==> src/hdl/hrol_pkg.sv <==
`default_nettype none
package hrol_pkg;

  localparam logic [31:0] FNV_BASIS = 32'd2166136261;
  localparam logic [31:0] FNV_MULT  = 32'd16777619;

  localparam logic [1:0] ACT_CLEAR  = 2'd0;
  localparam logic [1:0] ACT_MEMBER = 2'd1;
  localparam logic [1:0] ACT_KEY    = 2'd2;

  localparam logic [1:0] ST_ADDED     = 2'd0;
  localparam logic [1:0] ST_FULL      = 2'd1;
  localparam logic [1:0] ST_FOUND     = 2'd2;
  localparam logic [1:0] ST_TOO_SMALL = 2'd3;

  typedef struct packed {
    logic clear;
    logic mix;
    logic finish;
  } fnv_ctl_t;

  typedef struct packed {
    logic start;
    logic clear;
    logic is_key;
  } ring_cmd_t;

  typedef struct packed {
    logic       done;
    logic [1:0] status;
    logic [3:0] first;
    logic [3:0] second;
  } ring_resp_t;

  typedef struct packed {
    logic [31:0] hash;
    logic [3:0]  member;
  } ring_entry_t;

endpackage
`default_nettype wire

==> src/hdl/hash_ring_owner_lookup.sv <==
`default_nettype none
// Consistent-hash ring; strings are hashed with the 32-bit FNV-1a basis and
// prime, bytes sign-extended. Bytes of a member address (action 1) or key
// (action 2) are taken one per cycle into a shared 32x32 multiplier; action 0
// clears the ring, action 3 is dropped. The last byte of a string is followed
// by a closing multiply, the start of the ring walk, the walk itself and the
// hand-over and loading of the result. The ring table is a single-port-read
// memory of RING_SIZE entries: an insert moves each entry above the new hash
// up one place from the top, then writes the new entry below them (at once on
// an empty ring), and a lookup scans from entry 0 to the first entry whose
// hash is not below the key (wrapping to entry 0 after all entries), then
// reads that owner and the next. A rejected insert or a ring under two members
// answers at once. No request is taken while a string end is being processed.
module hash_ring_owner_lookup
  import hrol_pkg::*;
#(
  parameter int RING_SIZE = 16
)
(
  input  wire logic        clk,
  input  wire logic        rst,
  input  wire logic        in_valid,
  output logic             in_stall,
  input  wire logic [1:0]  action,
  input  wire logic [7:0]  data_byte,
  input  wire logic        last_byte,
  input  wire logic [3:0]  member_id,
  output logic             out_valid,
  input  wire logic        out_stall,
  output logic      [1:0]  status,
  output logic      [3:0]  first_owner,
  output logic      [3:0]  second_owner,
  output logic      [31:0] string_hash
);

  typedef enum logic [2:0] {S_IDLE, S_FIN, S_START, S_WAIT, S_OUT} state_t;

  state_t      state;
  logic        accept;
  logic        is_key;
  logic [3:0]  mid;
  fnv_ctl_t    fctl;
  ring_cmd_t   rcmd;
  ring_resp_t  rresp;
  logic [31:0] fin_hash;

  assign in_stall = (state != S_IDLE);
  assign accept   = in_valid && !in_stall;

  always_comb begin
    fctl.clear  = accept && (action == ACT_CLEAR);
    fctl.mix    = accept && ((action == ACT_MEMBER) || (action == ACT_KEY));
    fctl.finish = (state == S_FIN);
    rcmd.clear  = fctl.clear;
    rcmd.start  = (state == S_START);
    rcmd.is_key = is_key;
  end

  hrol_fnv u_fnv (
    .clk       (clk),
    .rst       (rst),
    .ctl       (fctl),
    .data_byte (data_byte),
    .fin_hash  (fin_hash)
  );

  hrol_ring #(.RING_SIZE(RING_SIZE)) u_ring (
    .clk       (clk),
    .rst       (rst),
    .cmd       (rcmd),
    .hash      (fin_hash),
    .member_id (mid),
    .resp      (rresp)
  );

  always_ff @(posedge clk) begin
    if (rst) begin
      state     <= S_IDLE;
      out_valid <= 1'b0;
    end else begin
      if (out_valid && !out_stall && (state != S_OUT)) begin
        out_valid <= 1'b0;
      end
      unique case (state)
        S_IDLE: begin
          if (fctl.mix && last_byte) begin
            is_key <= (action == ACT_KEY);
            mid    <= member_id;
            state  <= S_FIN;
          end
        end
        S_FIN:   state <= S_START;
        S_START: state <= S_WAIT;
        S_WAIT: begin
          if (rresp.done) begin
            state <= S_OUT;
          end
        end
        S_OUT: begin
          if (!out_valid || !out_stall) begin
            out_valid    <= 1'b1;
            status       <= rresp.status;
            first_owner  <= rresp.first;
            second_owner <= rresp.second;
            string_hash  <= fin_hash;
            state        <= S_IDLE;
          end
        end
        default: state <= S_IDLE;
      endcase
    end
  end

endmodule
`default_nettype wire

==> src/hdl/hrol_fnv.sv <==
`default_nettype none
module hrol_fnv
  import hrol_pkg::*;
(
  input  wire logic        clk,
  input  wire logic        rst,
  input  wire fnv_ctl_t    ctl,
  input  wire logic [7:0]  data_byte,
  output logic      [31:0] fin_hash
);

  logic [31:0] running_hash;
  logic [31:0] ext;
  logic [31:0] mul_a;
  logic [31:0] prod;

  assign ext   = {{24{data_byte[7]}}, data_byte};
  assign mul_a = ctl.finish ? running_hash : (running_hash ^ ext);
  assign prod  = mul_a * FNV_MULT;

  always_ff @(posedge clk) begin
    if (rst) begin
      running_hash <= FNV_BASIS;
    end else if (ctl.clear || ctl.finish) begin
      running_hash <= FNV_BASIS;
    end else if (ctl.mix) begin
      running_hash <= prod;
    end
  end

  always_ff @(posedge clk) begin
    if (ctl.finish) begin
      fin_hash <= prod;
    end
  end

endmodule
`default_nettype wire

==> src/hdl/hrol_ring.sv <==
`default_nettype none
module hrol_ring
  import hrol_pkg::*;
#(
  parameter int RING_SIZE = 16
)
(
  input  wire logic        clk,
  input  wire logic        rst,
  input  wire ring_cmd_t   cmd,
  input  wire logic [31:0] hash,
  input  wire logic [3:0]  member_id,
  output ring_resp_t       resp
);

  localparam int IW = (RING_SIZE > 2) ? $clog2(RING_SIZE) : 1;
  localparam int CW = $clog2(RING_SIZE + 1);

  typedef enum logic [3:0] {
    R_IDLE, R_INS_RD, R_INS_CHK, R_INS_PUT,
    R_LK_RD, R_LK_CHK, R_O1_RD, R_O1, R_O2_RD, R_O2
  } rstate_t;

  rstate_t       state;
  logic [CW-1:0] count;
  logic [IW-1:0] idx;
  logic [31:0]   key;
  logic [3:0]    mid;

  ring_entry_t   mem [RING_SIZE];
  ring_entry_t   rdata;
  logic [IW-1:0] raddr;
  logic          we;
  logic [IW-1:0] waddr;
  ring_entry_t   wdata;
  logic [CW-1:0] idx_inc;

  assign idx_inc = CW'(idx) + CW'(1);

  always_comb begin
    raddr = idx;
    we    = 1'b0;
    waddr = idx;
    wdata = '{hash: key, member: mid};
    unique case (state)
      R_INS_RD: raddr = idx - IW'(1);
      R_O2_RD:  raddr = (idx_inc == count) ? '0 : idx_inc[IW-1:0];
      R_INS_CHK: begin
        we = 1'b1;
        if (rdata.hash > key) begin
          wdata = rdata;
        end
      end
      R_INS_PUT: we = 1'b1;
      default: ;
    endcase
  end

  always_ff @(posedge clk) begin
    rdata <= mem[raddr];
    if (we) begin
      mem[waddr] <= wdata;
    end
  end

  always_ff @(posedge clk) begin
    if (rst) begin
      state     <= R_IDLE;
      count     <= '0;
      resp.done <= 1'b0;
    end else begin
      resp.done <= 1'b0;
      unique case (state)
        R_IDLE: begin
          if (cmd.clear) begin
            count <= '0;
          end else if (cmd.start) begin
            key         <= hash;
            mid         <= member_id;
            resp.first  <= '0;
            resp.second <= '0;
            if (!cmd.is_key) begin
              if (count == CW'(RING_SIZE)) begin
                resp.status <= ST_FULL;
                resp.done   <= 1'b1;
              end else begin
                idx   <= count[IW-1:0];
                state <= (count == '0) ? R_INS_PUT : R_INS_RD;
              end
            end else begin
              if (count < CW'(2)) begin
                resp.status <= ST_TOO_SMALL;
                resp.done   <= 1'b1;
              end else begin
                idx   <= '0;
                state <= R_LK_RD;
              end
            end
          end
        end
        R_INS_RD: state <= R_INS_CHK;
        R_INS_CHK: begin
          if (rdata.hash > key) begin
            idx   <= idx - IW'(1);
            state <= (idx == IW'(1)) ? R_INS_PUT : R_INS_RD;
          end else begin
            count       <= count + CW'(1);
            resp.status <= ST_ADDED;
            resp.done   <= 1'b1;
            state       <= R_IDLE;
          end
        end
        R_INS_PUT: begin
          count       <= count + CW'(1);
          resp.status <= ST_ADDED;
          resp.done   <= 1'b1;
          state       <= R_IDLE;
        end
        R_LK_RD: state <= R_LK_CHK;
        R_LK_CHK: begin
          if (key <= rdata.hash) begin
            state <= R_O1_RD;
          end else if (idx_inc == count) begin
            idx   <= '0;
            state <= R_O1_RD;
          end else begin
            idx   <= idx_inc[IW-1:0];
            state <= R_LK_RD;
          end
        end
        R_O1_RD: state <= R_O1;
        R_O1: begin
          resp.first <= rdata.member;
          state      <= R_O2_RD;
        end
        R_O2_RD: state <= R_O2;
        R_O2: begin
          resp.second <= rdata.member;
          resp.status <= ST_FOUND;
          resp.done   <= 1'b1;
          state       <= R_IDLE;
        end
        default: state <= R_IDLE;
      endcase
    end
  end

endmodule
`default_nettype wire
==> config.mk <==
export PLATFORM = sky130hd
export DESIGN_NAME = hash_ring_owner_lookup
export DESIGN_NICKNAME = d
export VERILOG_FILES = /design/src/hdl/hrol_pkg.sv /design/src/hdl/hash_ring_owner_lookup.sv /design/src/hdl/hrol_fnv.sv /design/src/hdl/hrol_ring.sv
export SDC_FILE = /design/constraint.sdc
export NUM_CORES = 1
export LEC_CHECK = 0
export BUFFER_PORTS_ARGS = -buffer_cell sky130_fd_sc_hd__buf_2
export CORE_AREA = 5 5 296 298
export DETAILED_ROUTE_END_ITERATION = 6
export DIE_AREA = 0 0 301 303
export MAX_ROUTING_LAYER = met4
export SLEW_MARGIN = 15
export SYNTH_ARGS = -nofsm -noshare
export SYNTH_HDL_FRONTEND = slang
export SYNTH_SLANG_ARGS = --single-unit
export TNS_END_PERCENT = 100
==> constraint.sdc <==
create_clock -name clk -period 9.1 [get_ports clk]
set_input_delay 1.82 -clock clk [delete_from_list [all_inputs] [get_ports clk]]
set_output_delay 1.82 -clock clk [all_outputs]
set_load 0.01 [all_outputs]
==> results.ini <==
[sta]
max_freq_mhz = 133.9
setup_slack_ns = 1.631
setup_tns_ns = 0
finalCritPeriodShare_pct = 82.08
min_period_ns = 7.469
slew_violations = 0
holdWs_ns = 0.4206
worstMarginPinSlew_ns = 1.087
rsz0062_at_grt = false
setup_viol = 0
final-hold-violation-count = 0
relSlewSlack_pct = 27.33
finalClockSkew_ns = 0.01722

[global_route]
grtUsageTotal_pct = 19.14
grt_remaining_overflow = 0
grt_use_met2_pct = 32.56
grtUsageMet1_pct = 24.92
met3_usage_pct = 2.254
busiest_layer = met2
grt_start_max_net_pins = 127
grt_pass1_wl_um = 128200
antenna_found_initial = 0
grt_pass1_vias = 20891

[worst_setup_path]
critPathTopFamily = adder cells
cp-endpoint = u_fnv.fin_hash[25]
cp_slowest_stage_delay_ns = 0.53
cp_common_cell = ha_1
rr_worst_depth = 26
critPathMaxFanout = 5
end_kind = flop
reg2reg_to = u_fnv.fin_hash[25]
required_ns = 9.45
worst-path-buf-inv = 4
cp-start-kind = input pin
path_depth = 25
arrival_ns = 7.82
crit_type = in -> reg
crit-reg2reg-launch = state[2]
crit_slowest_cell = xor2_1
critPathLaunch = data_byte[2]
r2r_slack_ns = 1.93

[final_layout]
layout-drive-gt1-share_pct = 10.91
layout_commonest_cell = edfxtp_1
antenna_cells = 0
final_cell_mix = edfxtp_1 (705), mux2i_1 (541), inv_1 (217)
fill_cells = 7284
final_nets = 2924
area_delta_synth_final_pct = 11.58

[clocking]
cts-hold-fix-buffers = 0
clock_latency_ns = 0.62
clk_pin_slew_ns = 0.06
cts_buffers = 81
cts_tree = built
cts_buffer_depth = 3
cts_resized = 0
clockRootBuffer = clkbuf_16
clock-sinks = 787
h-tree-depth = 3
post_cts_buffers = 0

[hold_path]
hp-class = reg -> reg
holdPathStages = 0
hp-start = u_ring.resp[2]

[die]
num_io_pins = 63
initial_core_util_pct = 44.54
dieHeight_um = 303
rows = 107
fp.dieW_um = 301
fp.coreArea_um2 = 84610
dieArea_um2 = 91200

[detailed_routing]
drc = 0
first_pass_iters = 5
routedWlPerCell_um = 22.14
dr_total_vias = 20099
vias_per_cell = 5.249
routed_wl_um = 84790
drt-initial-drc-count = 1139
ant_nets = 0

[logic_synthesis]
synth_ff_type = edfxtp_1
yosysWarnings = 0
synth_edf_count = 705
synthCells = 2533
async_flop_share_pct = 0
synth_fp_nets = 2839
synth_cell_type_count = 69
avgSynthCellArea_um2 = 14.88
ys_ff_latch = 787
netlist_area_um2 = 37680
ys_seq_area_share_pct = 60.54

[outcome]
outcome = complete, no violations

[placed_design]
place_ws_ns = 1.034
dp_hpwl_um = 51670
gp_congestion = 0.9023
io_buffers = 62

[flow_run]
cap_violations = 0

## routing by layer
layer | share of wire, % | wire, um | up-vias
met3 | 3.6 | 3076 | 102
met4 | 1.8 | 1517 | 0
met5 | 0 | 0 | -
li1 | - | - | 9480
met1 | 44 | 37630 | 10154
met2 | 50 | 42570 | 363
## worst register-to-register path, delay by kind of cell, from the launching register on
kind / cells / cell delay, ns
buffers and inverters: 3 / 0.40
XOR/XNOR: 3 / 0.78
AO/OA/AOI/OAI: 7 / 1.80
AND/OR/NAND/NOR: 5 / 0.96
adder cells (fa/ha/maj): 8 / 2.55
flip-flops: 1 / 0.43
## cell type report
class | count | area (um2) | area share [%]
Inverter | 217 | 814.5 | 1.937
Tap cell | 1144 | 1431 | 3.404
Clock buffer | 104 | 2278 | 5.419
Multi-Input combinational cell | 1429 | 13590 | 32.32
Timing Repair Buffer | 102 | 648.1 | 1.541
Clock inverter | 46 | 471.7 | 1.122
Sequential cell | 787 | 22810 | 54.25
## metrics by stage
step | instance area [um2] | cells | utilization [%]
finish | 42050 | 3829 | 49.70
global route | 42050 | 3829 | 49.70
CTS | 42050 | 3829 | 49.70
detailed placement | 39300 | 3679 | 46.45
global placement | 39300 | 3679 | 46.45
floorplan | 37680 | 2533 | -
## synth_stat cells (6+ instances only)
master      n  share of area, %
buf_4       9              0.18
mux2i_1   541                14
nand2b_1    7              0.12
nand4_1    10              0.17
a31oi_1     8              0.13
nand2_1   102               1.0
a21oi_1    60              0.80
buf_6      25              0.75
dfxtp_1    82               4.4
mux2_2     35               1.0
buf_2      30              0.40
nor4_1      6              0.10
xnor2_1    75               1.7
clkbuf_1   28              0.28
a21o_1     20              0.40
and3_1     14              0.23
nor3_1     20              0.27
nand3_1    30              0.40
and2_1     18              0.30
or3_1       6              0.10
buf_1       7             0.070
fa_1       72               3.8
nor2b_1     7              0.12
nor2_1     56              0.56
edfxtp_1  705                56
xor2_1     29              0.67
o21ai_0    23              0.31
ha_1      215               7.1
inv_1     217               2.2
a211oi_1    8              0.16
## worst min path at each step
stage	to	slack (ns)
after CTS	second_owner[2]	0.42
after global routing	second_owner[1]	0.43
after detailed placement	second_owner[2]	0.41
after global placement	second_owner[1]	0.41
after floorplan	first_owner[0]	0.40
final	second_owner[2]	0.42
## flip-flops by register name (all words and copies together), names as in the netlist, 3 cells and up
name                flops
u_ring.mem            576
u_ring.rdata           36
string_hash            32
u_fnv.fin_hash         32
u_fnv.running_hash     32
u_ring.key             32
u_ring.resp            11
u_ring.count            5
first_owner             4
mid                     4
second_owner            4
u_ring.idx              4
u_ring.mid              4
u_ring.state            4
state                   3
## logic make-up after synthesis
family	share of synthesized area, %
DFF	60.54
muxes	15.42
buffers and inverters	3.848
and+or+nand+nor	3.769
adders and majority gates	10.96
AOI/OAI and AO/OA	2.988
xor gates and xnor gates	2.480
Power is not shown: default switching activity piles up to over one toggle a cycle in this logic, so the estimate is an artifact.
